**src/rtl/wpp_pkg.sv**
```systemverilog
// ----------------------------------------------------------------------------
// Window placement penalty package
// Shared types, constants and the saturating adder of the penalty scorer.
// ----------------------------------------------------------------------------
package wpp_pkg;

  localparam int COORD_BITS = 20;
  localparam int END_W      = COORD_BITS + 1;
  localparam int TERM_W     = END_W + 1;
  localparam int SUM_W      = 44;
  localparam int ROW_W      = 3;
  localparam int TOTAL_W    = 7;
  localparam int RCNT_W     = 4;

  localparam logic [SUM_W-1:0]  SUM_MAX       = '1;
  localparam logic [RCNT_W-1:0] ROW_COUNT_RST = 4'd8;

  typedef enum logic [1:0] {
    REQ_SET_BOUNDS = 2'd0,
    REQ_ADD_CELL   = 2'd1,
    REQ_EVALUATE   = 2'd2,
    REQ_CLEAR      = 2'd3
  } req_e;

  typedef enum logic [1:0] {
    ST_IDLE,
    ST_SCAN,
    ST_FLUSH,
    ST_REPLY
  } state_e;

  typedef struct packed {
    req_e                  req_type;
    logic [ROW_W-1:0]      row_index;
    logic [COORD_BITS-1:0] cell_x;
    logic [COORD_BITS-1:0] cell_width;
    logic [COORD_BITS-1:0] bound_left;
    logic [COORD_BITS-1:0] bound_right;
  } req_t;

  typedef struct packed {
    logic [SUM_W-1:0]   bounds_penalty;
    logic [SUM_W-1:0]   overlap_penalty;
    logic [TOTAL_W-1:0] cell_total;
    logic               cells_dropped;
  } res_t;

  // A cell travelling along the chain, with the overlap it has gathered so far.
  typedef struct packed {
    logic                  valid;
    logic [ROW_W-1:0]      row;
    logic [COORD_BITS-1:0] x;
    logic [END_W-1:0]      ends;
    logic [SUM_W-1:0]      sum;
  } token_t;

  // Sum of two non-negative values, held at the maximum on overflow.
  function automatic logic [SUM_W-1:0] sat_add(input logic [SUM_W-1:0] acc,
                                               input logic [SUM_W-1:0] amt);
    logic [SUM_W:0] s;
    s = {1'b0, acc} + {1'b0, amt};
    if (s[SUM_W]) begin
      return SUM_MAX;
    end
    return s[SUM_W-1:0];
  endfunction

endpackage

```
**src/rtl/wpp_cell.sv**
```systemverilog
// ----------------------------------------------------------------------------
// Window placement penalty chain cell
// Holds one placed cell and scores it against every passing token of its row.
// ----------------------------------------------------------------------------
module wpp_cell
  import wpp_pkg::*;
#(
  parameter int CELL_ID = 0,
  parameter int CNT_W   = 7
) (
  input  logic                  clk_i,
  input  logic                  add_i,
  input  logic [CNT_W-1:0]      count_i,
  input  logic [ROW_W-1:0]      row_i,
  input  logic [COORD_BITS-1:0] x_i,
  input  logic [COORD_BITS-1:0] width_i,
  input  logic                  load_i,
  input  logic                  shift_i,
  input  token_t                tok_i,
  output token_t                tok_o
);

  logic [ROW_W-1:0]      row_q;
  logic [COORD_BITS-1:0] x_q;
  logic [END_W-1:0]      end_q;
  token_t                tok_q, tok_d;
  logic                  held;
  logic [END_W-1:0]      term;

  assign held = (CNT_W'(CELL_ID) < count_i);

  always_ff @(posedge clk_i) begin
    if (add_i && (count_i == CNT_W'(CELL_ID))) begin
      row_q <= row_i;
      x_q   <= x_i;
      end_q <= END_W'(x_i) + END_W'(width_i);
    end
  end

  // The passing token's cell was added earlier, so it is the left cell on a tie.
  always_comb begin
    term = '0;
    if (tok_i.x <= x_q) begin
      if (tok_i.ends > END_W'(x_q)) begin
        term = tok_i.ends - END_W'(x_q);
      end
    end else begin
      if (end_q > END_W'(tok_i.x)) begin
        term = end_q - END_W'(tok_i.x);
      end
    end
  end

  always_comb begin
    tok_d = tok_q;
    if (load_i) begin
      tok_d.valid = held;
      tok_d.row   = row_q;
      tok_d.x     = x_q;
      tok_d.ends  = end_q;
      tok_d.sum   = '0;
    end else if (shift_i) begin
      tok_d = tok_i;
      if (tok_i.valid && held && (tok_i.row == row_q)) begin
        tok_d.sum = sat_add(tok_i.sum, SUM_W'(term));
      end
    end
  end

  always_ff @(posedge clk_i) begin
    tok_q <= tok_d;
  end

  assign tok_o = tok_q;

endmodule

```
**config.mk**
```make
export PLATFORM = sky130hd
export DESIGN_NAME = wpp_cell
export DESIGN_NICKNAME = d
export VERILOG_FILES = /design/src/rtl/wpp_pkg.sv /design/src/rtl/wpp_cell.sv
export SDC_FILE = /design/constraint.sdc
export NUM_CORES = 1
export LEC_CHECK = 0
export ABC_AREA = 1
export BUFFER_PORTS_ARGS = -buffer_cell sky130_fd_sc_hd__buf_4
export CAP_MARGIN = 20
export CORE_UTILIZATION = 50
export DETAILED_ROUTE_END_ITERATION = 10
export GPL_TIMING_DRIVEN = 1
export PLACE_DENSITY = 0.76
export SYNTH_ARGS = -nofsm -noshare
export SYNTH_HDL_FRONTEND = slang
export SYNTH_SLANG_ARGS = --single-unit
```
**constraint.sdc**
```tcl
create_clock -name clk_i -period 4.6 [get_ports clk_i]
set_clock_uncertainty 0.2 [all_clocks]
set_input_delay 0.92 -clock clk_i [delete_from_list [all_inputs] [get_ports clk_i]]
set_output_delay 0.92 -clock clk_i [all_outputs]
set_load 0.02 [all_outputs]
```
==> results.md <==
- Post-synthesis sequential area ratio: around 30%
- DRC viols: 0
- CTS tree: built
- Placer congestion estimate: about 1.0
- Syn nets: 1939
- CTS buffer count: 17
- Antenna Cells: 0
- Max-Cap Viols: 0
- Leak pwr: 8.26 nW
- Max Root-Sink Buffers: 2
- Warnings, synthesis: 0
- Hpwl dp: approximately 36000 µm
- Root Buffer Master: clkbuf_16
- Drt total wl: roughly 44000 µm
- First-pass GRT wire length: approximately 68000 µm
- Yosys cell types: 49
- Die footprint: approximately 24000 µm²
- Yosys reg bits: between 100 and 150
- Share of cells above drive strength 1: about a quarter
- Pwr dens: ~260 nW/µm²
- Slew headroom: around half
- Syn Area/Cell: a little under 7 µm²
- WHS Path Cells: 2
- Layout Nets: between 2000 and 2500
- Vias in the first global route: around 13000
- Critical R2R Launch: x_q[8]
- Final Instance Count excl. Fillers: 2451
- CP top delay family: simple AND/OR/NAND/NOR gates
- CP Launch Point: tok_i[78]
- Crit start category: input port
- Post-route setup slack: around 0.21 ns
- Crit path depth: 26
- DRT Pass-1 Iters: 5
- Worst hold path class: reg -> reg
- Initial Utilization: roughly 50%
- Die Wd: around 160 µm
- Period utilization: 95.5%
- Largest area contributor in the netlist: edfxtp_1
- GRT Overall Usage: between 30% and 40%
- Total core area: approximately 23000 µm²
- Top_reg_cell synth: edfxtp_1
- Worst EP required: ~4.7 ns
- Worst EP arrival: 4.51 ns
- Max Fclk: approximately 0.23 GHz
- Wirelength per Cell: 17.8 µm
- Via/cell ratio: about 5.4
- Most common cell after layout, fill and taps aside: nand2_1
- Top-area cell type share of the netlist area: about 23%
- Fin util: 70.1%
- CTS Sinks: 133
- Routed via count: 13300
- P&R area growth vs syn: 36.6%
- Reg2reg path depth: 26
- DRT iter0 DRCs: approximately 1000
- FFs w/ async S/R, synth: 0%
- Min cycle time layout: 4.39 ns
- Die height: approximately 160 µm
- Outcome: finished clean
- Clk slew on worst S/H paths: approximately 0.060 ns
- Worst-path cell with the longest stage delay: ha_1
- Pre-CTS setup slack: -0.316 ns
- Most common cell on crit path: nand2_1
- Pin count of the biggest net entering global routing: 46
- Initial antenna violation count: 0
- Input/output buffers: 231
- Kind of critical path: in -> reg
- CP max stage delay: roughly 0.33 ns
- Max H-tree Level: 4
- Largest cells by area after synthesis: edfxtp_1 (23%), nand2_1 (15%), ha_1 (11%), dfxtp_1 (7.5%), inv_1 (6.9%)
- # setup viols final: 0
- Worst slew pin tran: roughly 0.75 ns
- GRT overflow: 0
- Syn Std Cell Area: 11700 µm²
- Num rows: 55
- Final Hold Vio Count: 0
- Final Max Tran Viols: 0
- Crit. End Element: flop
- Most frequent cells in the layout: nand2_1 (475), buf_4 (442), inv_1 (214)
- ANT nets after route: 0
- Placed cell count: about 2400
- RSZ-0062 raised after global routing: no
- Worst VDD drop: 0.000199 V
- Critical Path Fanout Max: 18
- CP Buf/Inv Count: 5
- Boundary Pins: roughly 230
- Synth Instances: 1691
- Min-delay src: tok_o[19]
- Clk_lat worst skew: ~0.44 ns
- Number of synthesized flops with an enable pin: between 80 and 90
## flip-flops by register name, indices dropped and copies added, names as in the netlist
name / flops
tok_o: 89
end_q: 21
x_q: 20
row_q: 3
## metal layers
metal  vias to the layer above  GRT usage (%)  part of all wire (%)
met1                      5976           42.6                    38
met2                       700           64.6                    48
li1                       6516              -                     -
met3                       154           5.21                   7.7
met5                         -              0                     0
met4                         0           22.5                   6.1
## final timing paths
path | slack, ns | to
worst min-delay path | 0.25 | tok_o[19]
worst max register to register | 0.40 | tok_o[43]
worst min register to register | 0.25 | tok_o[19]
worst max-delay path | 0.21 | tok_o[43]
## synth_stat cells (all sizes together) (9+ instances only)
cell,n
o21ai,87
nand2,488
a22o,22
ha,101
clkbuf,17
xor2,39
a21oi,109
xnor2,15
nor3,38
dfxtp,44
buf,16
nand4,30
inv,220
nand3b,9
nand3,132
edfxtp,89
o22ai,22
nor2,165
## what timing repair did
item / in CTS / in global routing
hold buffers: 0 / 0
resized for setup: 0 / 18
setup buffers: 0 / 2
endpoints found under the setup margin: 0 / 43
## area by class of cell
class | count | area (µm²)
clock inverter | 12 | 103
multi-input combinational | 1305 | 7240
clock buffer | 20 | 480
inverter | 220 | 831
timing repair buffer | 448 | 3420
fill | 2012 | 6820
sequential | 133 | 3550
tap | 313 | 392
## cells by family after synthesis
| logic type | Yosys count | synth area share [%] |
|---|---|---|
| adder cells (fa/ha/maj) | 105 | 11.5 |
| AO/OA/AOI/OAI | 271 | 13.6 |
| buffers and inverters | 253 | 8.60 |
| multiplexers | 1 | 0.0853 |
| flip-flops | 133 | 30.3 |
| XOR/XNOR | 54 | 4.03 |
| AND/OR/NAND/NOR | 874 | 32.0 |
## worst register-to-register path, delay by kind of cell (launching register included)
family                   cells  cell delay (ns)
AND/OR/NAND/NOR             19             2.11
buffers and inverters        5             0.59
adder cells (fa/ha/maj)      2             0.83
flip-flops                   1             0.35
## per-stage QoR
stage / instance area (µm²) / TNS, ns / hold slack (ns) / total power, mW
3_3_place_gp: 15300 / -8.01 / 0.239 / 2.77
3_5_place_dp: 15300 / -10.19 / 0.243 / 2.78
6_report: 16000 / 0 / 0.254 / 4.20
5_1_grt: 16000 / 0 / 0.267 / 4.37
2_1_floorplan: 11700 / 0 / 0.327 / 2.12
4_1_cts: 15900 / 0 / 0.255 / 4.17
## where the power goes
part / total, mW / internal, mW / switching [mW]
combinational: 1.42 / 0.619 / 0.803
clock: 1.40 / 0.775 / 0.626
sequential: 1.37 / 1.34 / 0.0273
(Power assumes the default switching activity.)
