$ cat src/rtl/wpp_pkg.sv
// ----------------------------------------------------------------------------
// Window placement penalty package
// Shared types, constants and the saturating adder of the penalty scorer.
// ----------------------------------------------------------------------------
package wpp_pkg;

  localparam int COORD_BITS = 20;
  localparam int END_W      = COORD_BITS + 1;
  localparam int TERM_W     = END_W + 1;
  localparam int SUM_W      = 44;
  localparam int ROW_W      = 3;
  localparam int TOTAL_W    = 7;
  localparam int RCNT_W     = 4;

  localparam logic [SUM_W-1:0]  SUM_MAX       = '1;
  localparam logic [RCNT_W-1:0] ROW_COUNT_RST = 4'd8;

  typedef enum logic [1:0] {
    REQ_SET_BOUNDS = 2'd0,
    REQ_ADD_CELL   = 2'd1,
    REQ_EVALUATE   = 2'd2,
    REQ_CLEAR      = 2'd3
  } req_e;

  typedef enum logic [1:0] {
    ST_IDLE,
    ST_SCAN,
    ST_FLUSH,
    ST_REPLY
  } state_e;

  typedef struct packed {
    req_e                  req_type;
    logic [ROW_W-1:0]      row_index;
    logic [COORD_BITS-1:0] cell_x;
    logic [COORD_BITS-1:0] cell_width;
    logic [COORD_BITS-1:0] bound_left;
    logic [COORD_BITS-1:0] bound_right;
  } req_t;

  typedef struct packed {
    logic [SUM_W-1:0]   bounds_penalty;
    logic [SUM_W-1:0]   overlap_penalty;
    logic [TOTAL_W-1:0] cell_total;
    logic               cells_dropped;
  } res_t;

  // A cell travelling along the chain, with the overlap it has gathered so far.
  typedef struct packed {
    logic                  valid;
    logic [ROW_W-1:0]      row;
    logic [COORD_BITS-1:0] x;
    logic [END_W-1:0]      ends;
    logic [SUM_W-1:0]      sum;
  } token_t;

  // Sum of two non-negative values, held at the maximum on overflow.
  function automatic logic [SUM_W-1:0] sat_add(input logic [SUM_W-1:0] acc,
                                               input logic [SUM_W-1:0] amt);
    logic [SUM_W:0] s;
    s = {1'b0, acc} + {1'b0, amt};
    if (s[SUM_W]) begin
      return SUM_MAX;
    end
    return s[SUM_W-1:0];
  endfunction

endpackage

$ cat src/rtl/wpp_bounds.sv
// ----------------------------------------------------------------------------
// Window placement penalty row bounds
// Row bound table and the out-of-bounds distance of the cell leaving the chain.
// ----------------------------------------------------------------------------
module wpp_bounds
  import wpp_pkg::*;
#(
  parameter int MAX_ROWS = 8
) (
  input  logic                  clk_i,
  input  logic                  rst_ni,
  input  logic                  set_i,
  input  logic [ROW_W-1:0]      row_i,
  input  logic [COORD_BITS-1:0] left_i,
  input  logic [COORD_BITS-1:0] right_i,
  input  logic [RCNT_W-1:0]     row_count_i,
  input  logic                  clr_i,
  input  logic                  en_i,
  input  token_t                tok_i,
  output logic [TERM_W-1:0]     term_o
);

  localparam int IDX_W = (MAX_ROWS > 1) ? $clog2(MAX_ROWS) : 1;

  logic [COORD_BITS-1:0] left_q  [MAX_ROWS];
  logic [COORD_BITS-1:0] right_q [MAX_ROWS];
  logic [TERM_W-1:0]     term_q, term_d;
  logic [IDX_W-1:0]      wr_idx, rd_idx;
  logic                  bounded;
  logic [COORD_BITS-1:0] lo, hi;
  logic [COORD_BITS-1:0] lterm;
  logic [END_W-1:0]      rterm;

  assign wr_idx = IDX_W'(row_i);
  assign rd_idx = IDX_W'(tok_i.row);

  always_ff @(posedge clk_i or negedge rst_ni) begin
    if (!rst_ni) begin
      for (int r = 0; r < MAX_ROWS; r++) begin
        left_q[r]  <= '0;
        right_q[r] <= '1;
      end
    end else if (set_i && (int'(row_i) < MAX_ROWS)) begin
      left_q[wr_idx]  <= left_i;
      right_q[wr_idx] <= right_i;
    end
  end

  always_comb begin
    bounded = tok_i.valid && (RCNT_W'(tok_i.row) < row_count_i)
              && (int'(tok_i.row) < MAX_ROWS);
    lo      = bounded ? left_q[rd_idx] : '0;
    hi      = bounded ? right_q[rd_idx] : '0;
    lterm   = '0;
    rterm   = '0;
    if (bounded && (tok_i.x < lo)) begin
      lterm = lo - tok_i.x;
    end
    if (bounded && (tok_i.ends > END_W'(hi))) begin
      rterm = tok_i.ends - END_W'(hi);
    end
    term_d = TERM_W'(lterm) + TERM_W'(rterm);
  end

  always_ff @(posedge clk_i) begin
    if (clr_i) begin
      term_q <= '0;
    end else if (en_i) begin
      term_q <= term_d;
    end
  end

  assign term_o = term_q;

endmodule

$ cat config.mk
export PLATFORM = sky130hd
export DESIGN_NAME = wpp_bounds
export DESIGN_NICKNAME = d
export VERILOG_FILES = /design/src/rtl/wpp_pkg.sv /design/src/rtl/wpp_bounds.sv
export SDC_FILE = /design/constraint.sdc
export NUM_CORES = 1
export LEC_CHECK = 0
export ABC_AREA = 1
export BUFFER_PORTS_ARGS = -buffer_cell sky130_fd_sc_hd__clkbuf_2
export CORE_MARGIN = 5
export CORE_UTILIZATION = 50
export DETAILED_ROUTE_END_ITERATION = 10
export GPL_ROUTABILITY_DRIVEN = 1
export PLACE_DENSITY_LB_ADDON = 0.12
export SYNTH_ARGS = -nofsm -noshare
export SYNTH_HDL_FRONTEND = slang
export SYNTH_SLANG_ARGS = --single-unit
$ cat constraint.sdc
create_clock -name clk_i -period 8.83 [get_ports clk_i]
set_input_delay 2.2075 -clock clk_i [delete_from_list [all_inputs] [get_ports clk_i]]
set_output_delay 2.2075 -clock clk_i [all_outputs]
set_load 0.03 [all_outputs]
==> results.cfg, run 1 <==
[run_status]
outcome = completed

[yosys]
post_synth_fa_ha_maj_area_fraction = 0.0444
synth.avg_cell_area_um2 = 7.72
synth-edff-count = 0
synthArstFlopShare = 0.936
synth.largest_area_cell = dfstp_2
yosysMostFrequentCell = nand2_1
synth-seq-area-share = 0.459
synth-simple-area-share = 0.208
syn_nets = 2646
synth.top_cells.by_count = 708 x nand2_1, 325 x o21ai_0, 223 x a21oi_1
ys_ff_latch = 342
synth_top_area_share = 0.223
syn_area_um2 = 18800
post_synth_xor_area_fraction = 0.0172
yosysWarnings = 0
synth_compound_area_frac = 0.209
synth_top_family_by_area = compound AO/OA/AOI/OAI gates
ys.flop_type = dfstp_2
muxShareOfSynthArea = 0
synthCells = 2440
synthDistinctLibCells = 45
yosys-top-cells-area = dfstp_2 22%, dfrtp_1 21%, nand2_1 14%, o21ai_0 8.6%, a21oi_1 5.9%

[hold_path]
hp-class = reg2reg

[floorplan]
core_region_area_um2 = 37400
std_cell_rows = 71
ios = 163
dieArea_um2 = 41700
start_util = 0.504
die_w_um = 204
dieHeight_um = 204

[detailed_routing]
wl_mm = 53.2
vias = 16800
viasPerCell = 5.54
remaining_drc_errors = 0
dr.pass1.iters = 5
drtIter0Drc = 1381
routedWlPerCell_um = 17.6
ant_nets = 0

[clock_network]
clock-root-buffer = clkbuf_16
insertion_delay_ns = 0.56
cts_max_level = 2
post_cts_buffers = 0
cts_buffers = 39
postCtsHoldBufs = 0
cts_buffer_depth = 3
postCtsResizedCells = 0
clkTransAtPathRegs_ns = 0.06
cts_tree = yes
clkSinkCount = 342

[power]
p_int_mw = 3.38
switching_share = 0.292
power_density_nw_per_um2 = 225
leakagePower_nw = 9.92
power_switching_mw = 1.39
pwr-share-seq = 0.440
vdd_drop_max_mv = 0.133
p_clk_frac = 0.363
comb_power_share = 0.197

[global_route]
grt_pass1_vias = 16200
grt_use_total = 0.257
grt_max_degree = 193
grt_overflow_total = 0
grt_pass1_wl_mm = 86.7
antenna_found_initial = 0

[cells_and_area]
area_growth_pct = 12.3
utilization = 0.566
drive_above_1_share = 0.154
diodes = 0
nets = 2689

[sta]
hold_violations = 0
setup_tns_ns = 0
slew_violations = 0
setup_viol = 0
whs_ns = 0.480
slew_headroom = 0.247
rsz0062_at_grt = no
clock.fmax_mhz = 137
period_share = 0.825
fin_crit_ns = 7.28
clock-skew-final_ns = 0.0144
worst_pin_slew_ns = 1.13

[critical_path]
critPathMaxStageDelay_ns = 0.41
cp_data_required_time_ns = 9.28
cpMostUsedCell = nand2_1
worstPathArrival_ns = 7.73
endpoint_kind = flop
path_class = in2reg
critical_path_peak_fanout = 19
start_kind = primary input
critPathSlowestCell = fa_1

[placed_design]
dp_hpwl_mm = 33.6
io_buffers = 118
gp_congestion = 1.00

[flow_run]
cap_violations = 0
power by group through the flow:
stage,logic [mW],clock network [mW],registers [mW]
6_report,0.939,1.73,2.10
3_3_place_gp,0.917,0,2.11
2_1_floorplan,0.665,0,2.10
4_1_cts,0.942,1.77,2.10
3_5_place_dp,0.937,0,2.12
5_1_grt,1.08,1.83,2.14
critical path: cells and delay by family:
family	cells	cell delay, ns
simple gates	19	1.83
fa+ha+maj	5	1.50
buf+inv	8	1.18
compound gates	5	0.99
routing by layer:
metal | vias to the layer above | wire, um | global-route usage
li1 | 8243 | - | -
met1 | 7924 | 24700 | 0.368
met2 | 515 | 24000 | 0.410
met3 | 85 | 3240 | 0.0409
met4 | 0 | 1310 | 0.0694
met5 | - | 0 | 0
area by class of cell:
class                      count  area (um^2)
clock buffer                  59         1180
clock inverter                13          208
fill                        3550        16200
inverter                     167          632
multi-input combinational   1792         9040
sequential                   342         8650
tap                          511          639
timing repair buffer         141          813
cell usage in the layout (no fill, tap or decap), types with 11 or more instances in the layout:
| cell type | n |
|---|---|
| nand2_1 | 702 |
| o21ai_0 | 325 |
| a21oi_1 | 223 |
| nor2_1 | 201 |
| inv_1 | 164 |
| dfrtp_1 | 160 |
| dfstp_2 | 160 |
| clkbuf_2 | 116 |
| ha_1 | 62 |
| nand3_1 | 42 |
| clkbuf_16 | 40 |
| a22oi_1 | 39 |
| a32o_1 | 39 |
| o211ai_1 | 22 |
| dfxtp_1 | 22 |
| a211oi_1 | 21 |
| buf_4 | 21 |
| xnor2_1 | 20 |
| xor2_1 | 17 |
| nand4_1 | 15 |
| clkbuf_8 | 11 |
flip-flops by register name (all words and copies together) (netlist names):
register / flops
left_q: 160
right_q: 160
term_o: 22
kinds of logic after synthesis:
family                   Yosys count
AND/OR/NAND/NOR                  995
flip-flops                       342
XOR/XNOR                          37
buffers and inverters            306
adder cells (fa/ha/maj)           65
AO/OA/AOI/OAI                    695
final timing paths:
| kind | start | to | slack (ns) | depth (start not counted) |
|---|---|---|---|---|
| max | tok_i[86] | term_o[10] | 1.55 | 37 |
| min reg2reg | term_o[21] | term_o[21] | 0.48 | 2 |
| max in group asynchronous | rst_ni | left_q[60] | 5.47 | 2 |
| min in group asynchronous | rst_ni | left_q[114] | 1.70 | 1 |
| min | term_o[21] | term_o[21] | 0.48 | 2 |
| max reg2reg | left_q[88] | term_o[10] | 3.78 | 28 |
stage by stage:
stage / cell area [um^2] / power (mW) / setup slack [ns] / std cells
after floorplan: 18800 / 2.77 / 2.31 / 2440
after global placement: 19800 / 3.03 / 1.10 / 2953
after detailed placement: 19800 / 3.06 / 1.07 / 2953
after CTS: 21200 / 4.81 / 1.66 / 3025
after global routing: 21200 / 5.05 / 1.17 / 3025
final: 21200 / 4.77 / 1.55 / 3025
(Power assumes the default switching activity.)
==> run 2, diff against run 1 <==
Settings changed: ABC_AREA 1 to 0.
Clock period 8.83 ns to 6.6 ns, I/O delays scaled along.
==> results.cfg, run 2 <==
[critical_path]
cp_data_required_time_ns = 7.04
path_class = in2reg
worstPathArrival_ns = 6.79
timing.rr.start = left_q[140]
endpoint_kind = flop
start_kind = primary input
rrSetupSlack_ns = 1.26
worst_r2r_path_depth = 23
r2r_end = term_o[20]
critical_path_peak_fanout = 14

[sta]
fin_crit_ns = 6.34
setup_viol = 0
whs_ns = 0.484
slew_headroom = 0.323
clock-skew-final_ns = 0.0177
rsz0062_at_grt = yes
clock.fmax_mhz = 158
hold_violations = 0
setup_tns_ns = 0
period_share = 0.961
slew_violations = 0
worst_pin_slew_ns = 1.02

[placed_design]
gp_congestion = 0.904
io_buffers = 118
dp.cells = 2158
dp_hpwl_mm = 30.4
dpl_cell_area_um2 = 21300

[yosys]
synthDistinctLibCells = 68
synth.top_cells.by_count = 341 x mux2_2, 160 x dfrtp_1, 160 x dfstp_2
synth_top_family_by_area = multiplexers
synth-simple-area-share = 0.0605
syn_nets = 1616
yosysMostFrequentCell = mux2_2
synthCells = 1410
ys_ff_latch = 342
yosysWarnings = 0
synthArstFlopShare = 0.936
synth_compound_area_frac = 0.0596
synth-edff-count = 0
synth.avg_cell_area_um2 = 13.1
syn_area_um2 = 18500
post_synth_fa_ha_maj_area_fraction = 0.0452
muxShareOfSynthArea = 0.323
ys.flop_type = dfstp_2
post_synth_xor_area_fraction = 0.0190
yosys-top-cells-area = dfstp_2 23%, dfrtp_1 22%, mux2_2 21%, mux4_2 9.8%, ha_1 4.2%
synth.largest_area_cell = dfstp_2
synth-seq-area-share = 0.468
synth_top_area_share = 0.228

[hold_path]
whs_path_depth = 2
hp-class = reg2reg
hold_start = term_o[14]
whs_endpoint = term_o[14]

[detailed_routing]
wl_mm = 44.8
dr.pass1.iters = 4
routedWlPerCell_um = 20.1
ant_nets = 0
remaining_drc_errors = 0
drtIter0Drc = 486
vias = 12600
viasPerCell = 5.63

[flow_run]
cap_violations = 0

[global_route]
grt_max_degree = 130
grt_pass1_wl_mm = 71.5
grt_overflow_total = 0
grt_pass1_vias = 13000
antenna_found_initial = 3
grt_use_total = 0.219

[cells_and_area]
nets = 1940
finish.instance_area_um2 = 22600
layout_commonest_cell = mux2_2
area_growth_pct = 22.5
layout_common_cells = 341 x mux2_2, 228 x buf_4, 160 x dfrtp_1, 160 x dfstp_2, 115 x clkbuf_2
drive_above_1_share = 0.587
stdcell_count = 2230
diodes = 0

[clock_network]
cts_max_level = 2
clkTransAtPathRegs_ns = 0.06
cts_buffer_depth = 3
clkSinkCount = 342
insertion_delay_ns = 0.55
clock-root-buffer = clkbuf_16
cts_tree = yes
cts_buffers = 38

[floorplan]
die_w_um = 202
ios = 163
std_cell_rows = 70
dieArea_um2 = 40900
core_region_area_um2 = 36500
dieHeight_um = 202
start_util = 0.506

[power]
power_density_nw_per_um2 = 300
leakagePower_nw = 9.94
total_power_mw = 6.79
vdd_drop_max_mv = 0.207

[run_status]
outcome = completed
-- run 2: cell count changes in the layout (fill, tap and decap cells not counted), moves of 119 or more --
cell,previous run,this run
mux2_2,0,341
o21ai_0,325,25
buf_4,21,228
nand2_1,702,48
a21oi_1,223,38
inv_1,164,45
-- run 2: per-stage QoR --
step / utilization / setup WS [ns]
finish: 0.620 / 0.258
global route: 0.620 / -0.0260
CTS: 0.618 / 0.179
detailed placement: 0.583 / -0.344
global placement: 0.583 / -0.279
floorplan: - / -0.0452
-- run 2: cell families after synthesis --
group	Yosys count
AO/OA/AOI/OAI	161
flip-flops	342
buffers and inverters	115
multiplexers	454
adder cells (fa/ha/maj)	65
AND/OR/NAND/NOR	233
XOR/XNOR	40
-- run 2: per-layer routing --
layer / track usage / vias up / part of all wire
li1: - / 5887 / -
met2: 0.368 / 163 / 0.50
met4: 0.0422 / 6 / 0.014
met3: 0.0390 / 59 / 0.036
met1: 0.303 / 6450 / 0.45
met5: 0 / - / 0.0010
-- run 2: power breakdown --
group	leakage [nW]	internal [mW]	switching, mW
Clock	0.618	1.26	0.859
Sequential	3.78	2.69	0.207
Combinational	5.54	1.02	0.755
Total	9.94	4.97	1.82
-- run 2: cell type report --
class / instances / area, um^2
multi-input combinational: 953 / 9470
inverter: 45 / 169
sequential: 342 / 8650
tap: 468 / 586
timing repair buffer: 354 / 2490
clock inverter: 15 / 155
fill: 2929 / 13900
clock buffer: 53 / 1110
-- run 2: what timing repair did --
| action | in CTS | in global routing |
|---|---|---|
| resized for setup | 0 | 10 |
| hold buffers | 0 | 0 |
| endpoints found under the setup margin | 0 | 9 |
| setup buffers | 0 | 4 |
-- run 2: critical path, cell delays in order --
cell and delay [ns]:
buf_6 0.19, mux4_2 0.54, mux2_2 0.31, nand2_1 0.09, ha_2 0.17, inv_1 0.05
fa_2 0.36, a21o_1 0.18, a21o_1 0.18, a21oi_2 0.18, o21ai_2 0.08, a41o_1 0.21
a221o_1 0.36, nand3_4 0.16, buf_4 0.15, nor2_1 0.08, ha_1 0.23, a2111o_1 0.41
o21ai_2 0.16, o211ai_1 0.14, a21oi_1 0.21, a21oi_1 0.12, or4_1 0.48, o311ai_1 0.09
-- run 2: how the worst max path moves through the flow --
stage	startpoint	end	cells after the start
floorplan	tok_i[85]	term_o[19]	26
global route	row_count_i[1]	term_o[20]	30
detailed placement	tok_i[85]	term_o[20]	24
finish	tok_i[85]	term_o[20]	24
CTS	tok_i[85]	term_o[20]	24
global placement	row_count_i[1]	term_o[19]	29
==> run 3, diff against run 2 <==
Settings changed: CORE_UTILIZATION 50 to 25, RECOVER_POWER set to 25.
==> results.cfg, run 3 (same netlist as run 2, synthesis figures left out) <==
[critical_path]
r2r_end = term_o[19]
cpMostUsedCell = a21o_1
start_kind = primary input
path_class = in2reg
worst_r2r_path_depth = 24
cp_data_required_time_ns = 7.06
worstPathArrival_ns = 6.87
critPathMaxStageDelay_ns = 0.45
endpoint_kind = flop
timing.rr.start = left_q[80]
critical_path_peak_fanout = 5
rrSetupSlack_ns = 1.10
critPathSlowestCell = a221o_1

[detailed_routing]
dr.pass1.iters = 4
wl_mm = 55.0
wl_met1_mm = 26.2
routedWlPerCell_um = 19.9
vias = 12700
top_layer = met5
viasPerCell = 4.60
drtIter0Drc = 453
dr_wl_met2_mm = 26.0
ant_nets = 0
remaining_drc_errors = 0
wl_met3_mm = 1.89

[hold_path]
hp-class = reg2reg
whs_path_depth = 2
whs_endpoint = term_o[17]
hold_start = term_o[17]

[clock_network]
insertion_delay_ns = 0.58
postCtsHoldBufs = 0
cts_buffer_depth = 3
cts_tree = yes
cts_buffers = 44
clock-root-buffer = clkbuf_16
clkTransAtPathRegs_ns = 0.05
cts_max_level = 2
clkSinkCount = 342

[sta]
setup_viol = 0
clock-skew-final_ns = 0.0213
fin_crit_ns = 6.41
slew_headroom = -1.92
worst_pin_slew_ns = 4.38
slew_violations = 75
clock.fmax_mhz = 156
finalWorstSetupSlack_ns = 0.189
period_share = 0.971
hold_violations = 0
setup_tns_ns = 0

[power]
total_power_mw = 7.28
leakagePower_nw = 10.3
vdd_drop_max_mv = 0.184
power_density_nw_per_um2 = 304

[placed_design]
dp_hpwl_mm = 36.6
place_ws_ns = -0.484
io_buffers = 118
gp_congestion = 0.812
dpl_cell_area_um2 = 22000

[cells_and_area]
utilization = 0.328
area_growth_pct = 29.6
fill_cells = 7382
ff_latch_area_um2 = 8650
nets = 1971
drive_above_1_share = 0.601
finish.instance_area_um2 = 24000
layout_common_cells = 340 x mux2_2, 239 x buf_4, 160 x dfrtp_1, 160 x dfstp_2, 115 x clkbuf_2
layout_commonest_cell = mux2_2
multi_input_area_um2 = 9600

[floorplan]
ios = 163
die_w_um = 282
dieHeight_um = 282
std_cell_rows = 99
dieArea_um2 = 79400
core_region_area_um2 = 73100
start_util = 0.253

[flow_run]
cap_violations = 1

[run_status]
violations = max-capacitance violations, max-slew violations
outcome = finished with violations

[global_route]
grt_max_degree = 134
grt_overflow_total = 0
grt_pass1_wl_mm = 83.5
antenna_found_initial = 6
grt_use_total = 0.136
grt_pass1_vias = 13900
==> run 3: critical path: cells and delay by family <==
family,cells,cell delay (ns)
AOI/OAI and AO/OA,15,3.08
buffers and inverters,5,0.39
adders and majority gates,4,1.04
and+or+nand+nor,5,0.68
==> run 3: cell type report <==
type,instances,share of cell area
tap,959,0.0501
inverter,45,0.00705
antenna,3,0.000313
clock inverter,23,0.0119
timing repair buffer,378,0.117
multi-input combinational,954,0.401
sequential,342,0.361
clock buffer,59,0.0517
==> run 3: worst max-delay path by stage <==
stage	start	end	slack, ns	cells after the start
2_1_floorplan	tok_i[85]	term_o[19]	-0.05	26
3_3_place_gp	row_count_i[1]	term_o[19]	-0.48	30
3_5_place_dp	tok_i[86]	term_o[19]	-0.48	29
4_1_cts	tok_i[86]	term_o[19]	0.12	29
5_1_grt	row_count_i[1]	term_o[19]	-0.02	29
6_report	row_count_i[1]	term_o[19]	0.19	29
==> run 3: repair_timing <==
item                                    CTS  global route
endpoints found under the setup margin    0            10
setup buffers                             0            15
gates resized for setup                   0            48
==> run 3: metal layers <==
layer | GRT usage | vias to the layer above
li1 | - | 5964
met1 | 0.187 | 6520
met2 | 0.225 | 152
met3 | 0.0251 | 66
met4 | 0.0280 | 6
met5 | 0 | -
==> run 3: report_power, final <==
part	switching, mW	internal [mW]	leakage, nW
clock	0.977	1.52	0.751
sequential	0.204	2.69	3.78
combinational	0.807	1.07	5.73
total	1.99	5.29	10.3
==> run 3: stage by stage <==
step,instances,hold WS [ns]
floorplan,1410,0.474
global placement,2660,0.480
detailed placement,2660,0.483
CTS,2742,0.494
global route,2760,0.508
finish,2763,0.485
